### config.mk
export PLATFORM = sky130hd
export DESIGN_NAME = gaa_mul
export DESIGN_NICKNAME = d
export VERILOG_FILES = /design/src/hdl/gaa_mul.sv
export SDC_FILE = /design/constraint.sdc
export NUM_CORES = 1
export LEC_CHECK = 0
export ABC_CLOCK_PERIOD_IN_PS = 2900
export BUFFER_PORTS_ARGS = -buffer_cell sky130_fd_sc_hd__buf_2
export CAP_MARGIN = 15
export CORE_ASPECT_RATIO = 0.5
export CORE_MARGIN = 1
export CORE_UTILIZATION = 57
export CTS_BUF_LIST = sky130_fd_sc_hd__clkbuf_16
export DETAILED_ROUTE_END_ITERATION = 12
export PLACE_DENSITY = 0.83
export SETUP_SLACK_MARGIN = 0.02
export SYNTH_ARGS = -nofsm -noshare
export SYNTH_HDL_FRONTEND = slang
export SYNTH_SLANG_ARGS = --single-unit
### constraint.sdc
create_clock -name clock -period 2.9 [get_ports clock]
set_input_delay 0.58 -clock clock [delete_from_list [all_inputs] [get_ports clock]]
set_output_delay 0.58 -clock clock [all_outputs]
set_load 0.02 [all_outputs]
### src/hdl/gaa_mul.sv
// Bit-serial shift-and-add multiplier: one multiplier bit per cycle.
// Standalone; used by the top level for squares, the denominator and mu terms.
module gaa_mul #(
   parameter int A_W = 8,
   parameter int B_W = 8
) (
   input  logic             clock,
   input  logic             reset,
   input  logic             start,
   input  logic [A_W-1:0]   a,
   input  logic [B_W-1:0]   b,
   output logic             done,
   output logic [A_W+B_W-1:0] prod
);

   localparam int P_W   = A_W + B_W;
   localparam int CNT_W = $clog2(B_W + 1);

   logic [P_W-1:0]   a_ff, a_in;
   logic [B_W-1:0]   b_ff, b_in;
   logic [P_W-1:0]   prod_ff, prod_in;
   logic [CNT_W-1:0] cnt_ff, cnt_in;
   logic             run_ff, run_in;
   logic             done_ff, done_in;

   always_comb begin
      a_in    = a_ff;
      b_in    = b_ff;
      prod_in = prod_ff;
      cnt_in  = cnt_ff;
      run_in  = run_ff;
      done_in = 1'b0;
      if (start) begin
         a_in    = P_W'(a);
         b_in    = b;
         prod_in = '0;
         cnt_in  = CNT_W'(B_W);
         run_in  = 1'b1;
      end else if (run_ff) begin
         if (b_ff[0]) begin
            prod_in = prod_ff + a_ff;
         end
         a_in   = a_ff << 1;
         b_in   = b_ff >> 1;
         cnt_in = cnt_ff - CNT_W'(1);
         if (cnt_ff == CNT_W'(1)) begin
            run_in  = 1'b0;
            done_in = 1'b1;
         end
      end
   end

   always_ff @(posedge clock) begin
      if (reset) begin
         run_ff  <= 1'b0;
         done_ff <= 1'b0;
         cnt_ff  <= '0;
      end else begin
         run_ff  <= run_in;
         done_ff <= done_in;
         cnt_ff  <= cnt_in;
      end
   end

   always_ff @(posedge clock) begin
      a_ff    <= a_in;
      b_ff    <= b_in;
      prod_ff <= prod_in;
   end

   assign done = done_ff;
   assign prod = prod_ff;

endmodule

After elaboration in Yosys (flattened, before gate mapping)
Cells that the tools add are included.
W data, S select, Z words.
- bits in registers: 46
- input bits: 19
- output and inout port bits: 17
- add/sub/neg operators: 2
- eq/ne operators: 1
- multiplexer cells: 10
- bitwise operators: 1
- reductions and logical operators: 4
- operators with widths (operator ; number):
    $mux W8 ; 4
    $add A16 B16 Y16 ; 1
    $mux W4 ; 2
    $eq A4 B1 Y1 const B ; 1
    $mux W1 ; 4
    $sub A4 B1 Y4 const B ; 1
    $reduce_or A3 Y1 ; 1
    $reduce_and A2 Y1 ; 1
    $reduce_bool A2 Y1 ; 1
    $reduce_or A2 Y1 ; 1
    $not A1 Y1 ; 1

Depth between registers and ports, before layout
- word-level depth: 4
- depth in mapped cells: 8
- mapped depth without buffers: 8

Worst setup path after synthesis
No wires, ideal clock.
- path kind: register to register
- from: register prod_ff[0] (netlist: prod[0])
- to: register prod_ff[14] (netlist: prod[14])
- library setup time: 0.062 ns
- data arrival time: 2.258 ns
- required time: 2.838 ns
- slack: 0.580 ns
- cell stages (with the launch flop): 9
- clock period less this slack: 2.320 ns
- cell sequence: dfxtp_1 -> ha_1 -> fa_1 -> a211oi_1 -> o21bai_1 -> a21oi_1 -> nor2_1 -> or4_1 -> nand3_1
- cells in the longest elaborated chain, start to end: 1
- RTL lines (item ; line ; RTL):
    from (decl) ; 21 ; logic [P_W-1:0] prod_ff, prod_in;
    from (signal assigned) ; 68 ; prod_ff <= prod_in;
    $add A16 B16 Y16 ; 41 ; prod_in = prod_ff + a_ff;
No other way between the ends.
A chain may end at the register's enable or synchronous reset.

Worst setup path after layout
- from: register a_ff[0]
- to: register prod_ff[12] (netlist: prod[12])
- cells in the longest elaborated chain, start to end: 1
- RTL lines (item ; line ; RTL):
    from (decl) ; 19 ; logic [P_W-1:0] a_ff, a_in;
    from (signal assigned) ; 66 ; a_ff <= a_in;
    $add A16 B16 Y16 ; 41 ;
No other way between the ends.

==> qor.log <==
INFO  cts            clk_pin_slew=60ps
INFO  synthesis      syn-instance-count=257
INFO  worst_setup_path required=3090ps
INFO  timing         final_period_minus_worst_setup_slack=2540ps
INFO  grt            global_route_wire_length_before_repair=8870um
INFO  cts            cts.repair.resized=0
INFO  worst_setup_path cp_dominant_cell_by_count=o21ai_0
INFO  worst_setup_path crit_path_start_kind=flip-flop
INFO  die            top_level_ports=36
INFO  routing        detail-route-antenna-nets=0
INFO  worst_setup_path worst_path_largest_cell_delay=430ps
INFO  place          postPlaceCellArea=0.00273mm^2
INFO  pwr            powerDensity=527mW/mm^2
INFO  cts            cts_sinks=46
INFO  synthesis      synth.avg_cell_area=9.75um^2
INFO  routing        route.detailed.drc=0
INFO  grt            globalRouteTotalUtil=0.246
INFO  grt            grt.overflow.total=0
INFO  routing        drt_pass1_iterations=4
INFO  cts            tritoncts=built
INFO  synthesis      synth-main-ff-cell=dfxtp_1
INFO  grt            grt_antenna_before_repair=0
INFO  die            core_area=0.00406mm^2
INFO  timing         tightest_slew=704ps
INFO  cts            cts_inserted_buffers=5
INFO  synthesis      synth-edff-count=16
INFO  die            placement_rows=16
INFO  place          gp_congestion=0.856
INFO  pwr            p_leak=1.22nW
INFO  place          pre_cts_ws=365ps
INFO  worst_setup_path cp_cell_sequence=ha_1 -> fa_1 -> a211oi_1 -> o21ai_0 -> a41oi_1 -> o21ai_0 -> o311ai_1
INFO  layout         layout.cells.most_common_list=buf_2 (35), dfxtp_1 (30), nand2_1 (25), a21oi_1 (23), nor2_1 (20)
INFO  hold_path      hold_path.class=reg2reg
INFO  worst_setup_path path_class=reg2reg
INFO  layout         layout-drive-gt1-share=0.216
INFO  routing        detail_route.vias_per_cell=5.88
INFO  synthesis      mappedNetlistArea=0.00251mm^2
INFO  routing        drtIter0Drc=67
INFO  timing         timing.final.max_slew_violations=0
INFO  timing         timing.clock.skew=6.51ps
INFO  timing         setup_viol=0
INFO  timing         fin_crit_sh=0.875
INFO  layout         design.final.nets=328
INFO  synthesis      syn-num-nets=294
INFO  timing         final_hold_viol_count=0
INFO  synthesis      post-synth-top-area-fraction=0.240
INFO  worst_setup_path cp-end-kind=flip-flop
INFO  die            design.die.area=0.00468mm^2
INFO  run_status     status=finished clean
INFO  die            die_height=48.9um
INFO  place          hpwlAfterDp=3660um
INFO  cts            htree_levels=2
INFO  worst_setup_path timing.critical_path.fanout_max=3
INFO  timing         max_clock_freq=394MHz
INFO  worst_setup_path path_delay_family=compound AO/OA/AOI/OAI gates
INFO  synthesis      yosysWarningCount=0
INFO  place          io_buffers=35
INFO  layout         area.growth.synth_to_final=14.5%
INFO  layout         final_common_cell=buf_2
INFO  worst_setup_path cp_slowest_cell=fa_1
INFO  timing         timing.final.ws_setup=364ps
INFO  worst_setup_path worstPathArrival=2720ps
INFO  layout         post-route-cell-area=0.00287mm^2
INFO  layout         n_antenna_cell=0
INFO  synthesis      synth.area.top_cells=dfxtp_1 (24%), edfxtp_1 (19%), ha_1 (8.5%)
INFO  cts            cts_root_buffer=clkbuf_16
INFO  worst_setup_path critPathBufInv=0
INFO  synthesis      postSynth.asyncResetShare=0
INFO  cts            cts.repair_timing.setup_buffer_count=0
INFO  die            initial_core_utilization=0.617
INFO  pwr            vdd_drop_max=370uV
INFO  die            floorplan.die.width=95.8um
INFO  timing         fin_setup_tns=0ps
INFO  job            max_cap_violation_count=0
INFO  synthesis      seq_area_frac_synth=0.431
INFO  cts            maximum_count_of_clock_buffers_along_a_single_path=2
INFO  synthesis      yosysTopAreaCell=dfxtp_1
INFO  grt            pin_count_of_the_biggest_net_entering_global_routing=39
INFO  timing         rsz0062_at_grt=false
INFO  routing        postRouteWirelength=5250um
INFO  grt            grt_pass1_vias=1942
INFO  timing         worst_slew_margin_rel=0.530
INFO  synthesis      yosys.cell_types.count=51
INFO  synthesis      postSynthRegisterBits=46
INFO  cts            worst_skew_late_latency=290ps
INFO  routing        via_count=2034
INFO  routing        post_drt_wl_per_cell=15.2um
INFO  cts            hold_buffers=0
[layer usage]
metal / routed length [um] / vias to the layer above / global-route usage
met5: 0 / - / 0
met4: 80 / 0 / 0.0896
met3: 281 / 9 / 0.0530
met2: 2430 / 52 / 0.400
met1: 2460 / 948 / 0.323
li1: - / 1025 / -
[report_power, final]
part	total [mW]	internal (mW)	leakage (nW)	switching, mW
Clock	0.543	0.313	0.0724	0.230
Combinational	0.232	0.0976	0.739	0.134
Sequential	0.737	0.713	0.406	0.0239
Total	1.51	1.12	1.22	0.388
[stage by stage]
step / util / total power [mW] / std cells / hold WS (ps)
floorplan: - / 0.916 / 257 / 478
global placement: 0.672 / 0.968 / 338 / 458
detailed placement: 0.672 / 0.978 / 338 / 468
CTS: 0.706 / 1.52 / 346 / 477
global route: 0.706 / 1.57 / 346 / 508
finish: 0.706 / 1.51 / 346 / 475
[flip-flops by register name, indices dropped and copies added, names as in the netlist]
| signal | count |
|---|---|
| b_ff | 8 |
| done | 1 |
| run_ff | 1 |
| a_ff | 16 |
| cnt_ff | 4 |
| prod | 16 |
[Yosys cell counts, drive strengths merged (3+ instances only)]
library cell	instances
buf	4
clkbuf	7
inv	5
xnor2	6
and2	3
nand2	25
mux2	14
edfxtp	16
nor4b	3
and3	3
a2111oi	3
nor3	4
nor2	20
o21ai	11
a21oi	23
nand3	11
a21o	6
a211oi	4
mux2i	8
dfxtp	30
ha	17
[path summary, 6_finish.rpt]
kind	depth (start not counted)	to	slack (ps)	from
worst max-delay path	7	prod[12]$_SDFFE_PP0P_	360	a_ff[0]$_SDFFCE_PN0P_
worst min-delay path	2	prod[3]$_SDFFE_PP0P_	480	prod[3]$_SDFFE_PP0P_
worst max register to register	7	prod[12]$_SDFFE_PP0P_	360	a_ff[0]$_SDFFCE_PN0P_
worst min register to register	2	prod[3]$_SDFFE_PP0P_	480	prod[3]$_SDFFE_PP0P_
[worst reg2reg max path: stages, from the launching register on]
cell and delay (ps):
edfxtp_1 410, ha_1 230, fa_1 430, a211oi_1 390, o21ai_0 200, a41oi_1 330
o21ai_0 180, o311ai_1 280
[area by class of cell]
class | count | area, um^2
tap | 54 | 67.6
multi-input combinational | 194 | 1360
clock inverter | 3 | 15.0
timing repair buffer | 38 | 198
inverter | 6 | 22.5
clock buffer | 5 | 125
fill | 303 | 1190
sequential | 46 | 1080
[logic make-up (layout without fill, tap and decap cells)]
group	count (synthesis)	count (layout)	synth area share
AOI/OAI and AO/OA	63	63	0.166
DFF	46	46	0.431
adders and majority gates	18	18	0.0929
muxes	22	22	0.0949
and+or+nand+nor	83	83	0.162
buffers and inverters	17	52	0.0255
xor gates and xnor gates	8	8	0.0280
Note: power is estimated with default switching activity, not from simulation.
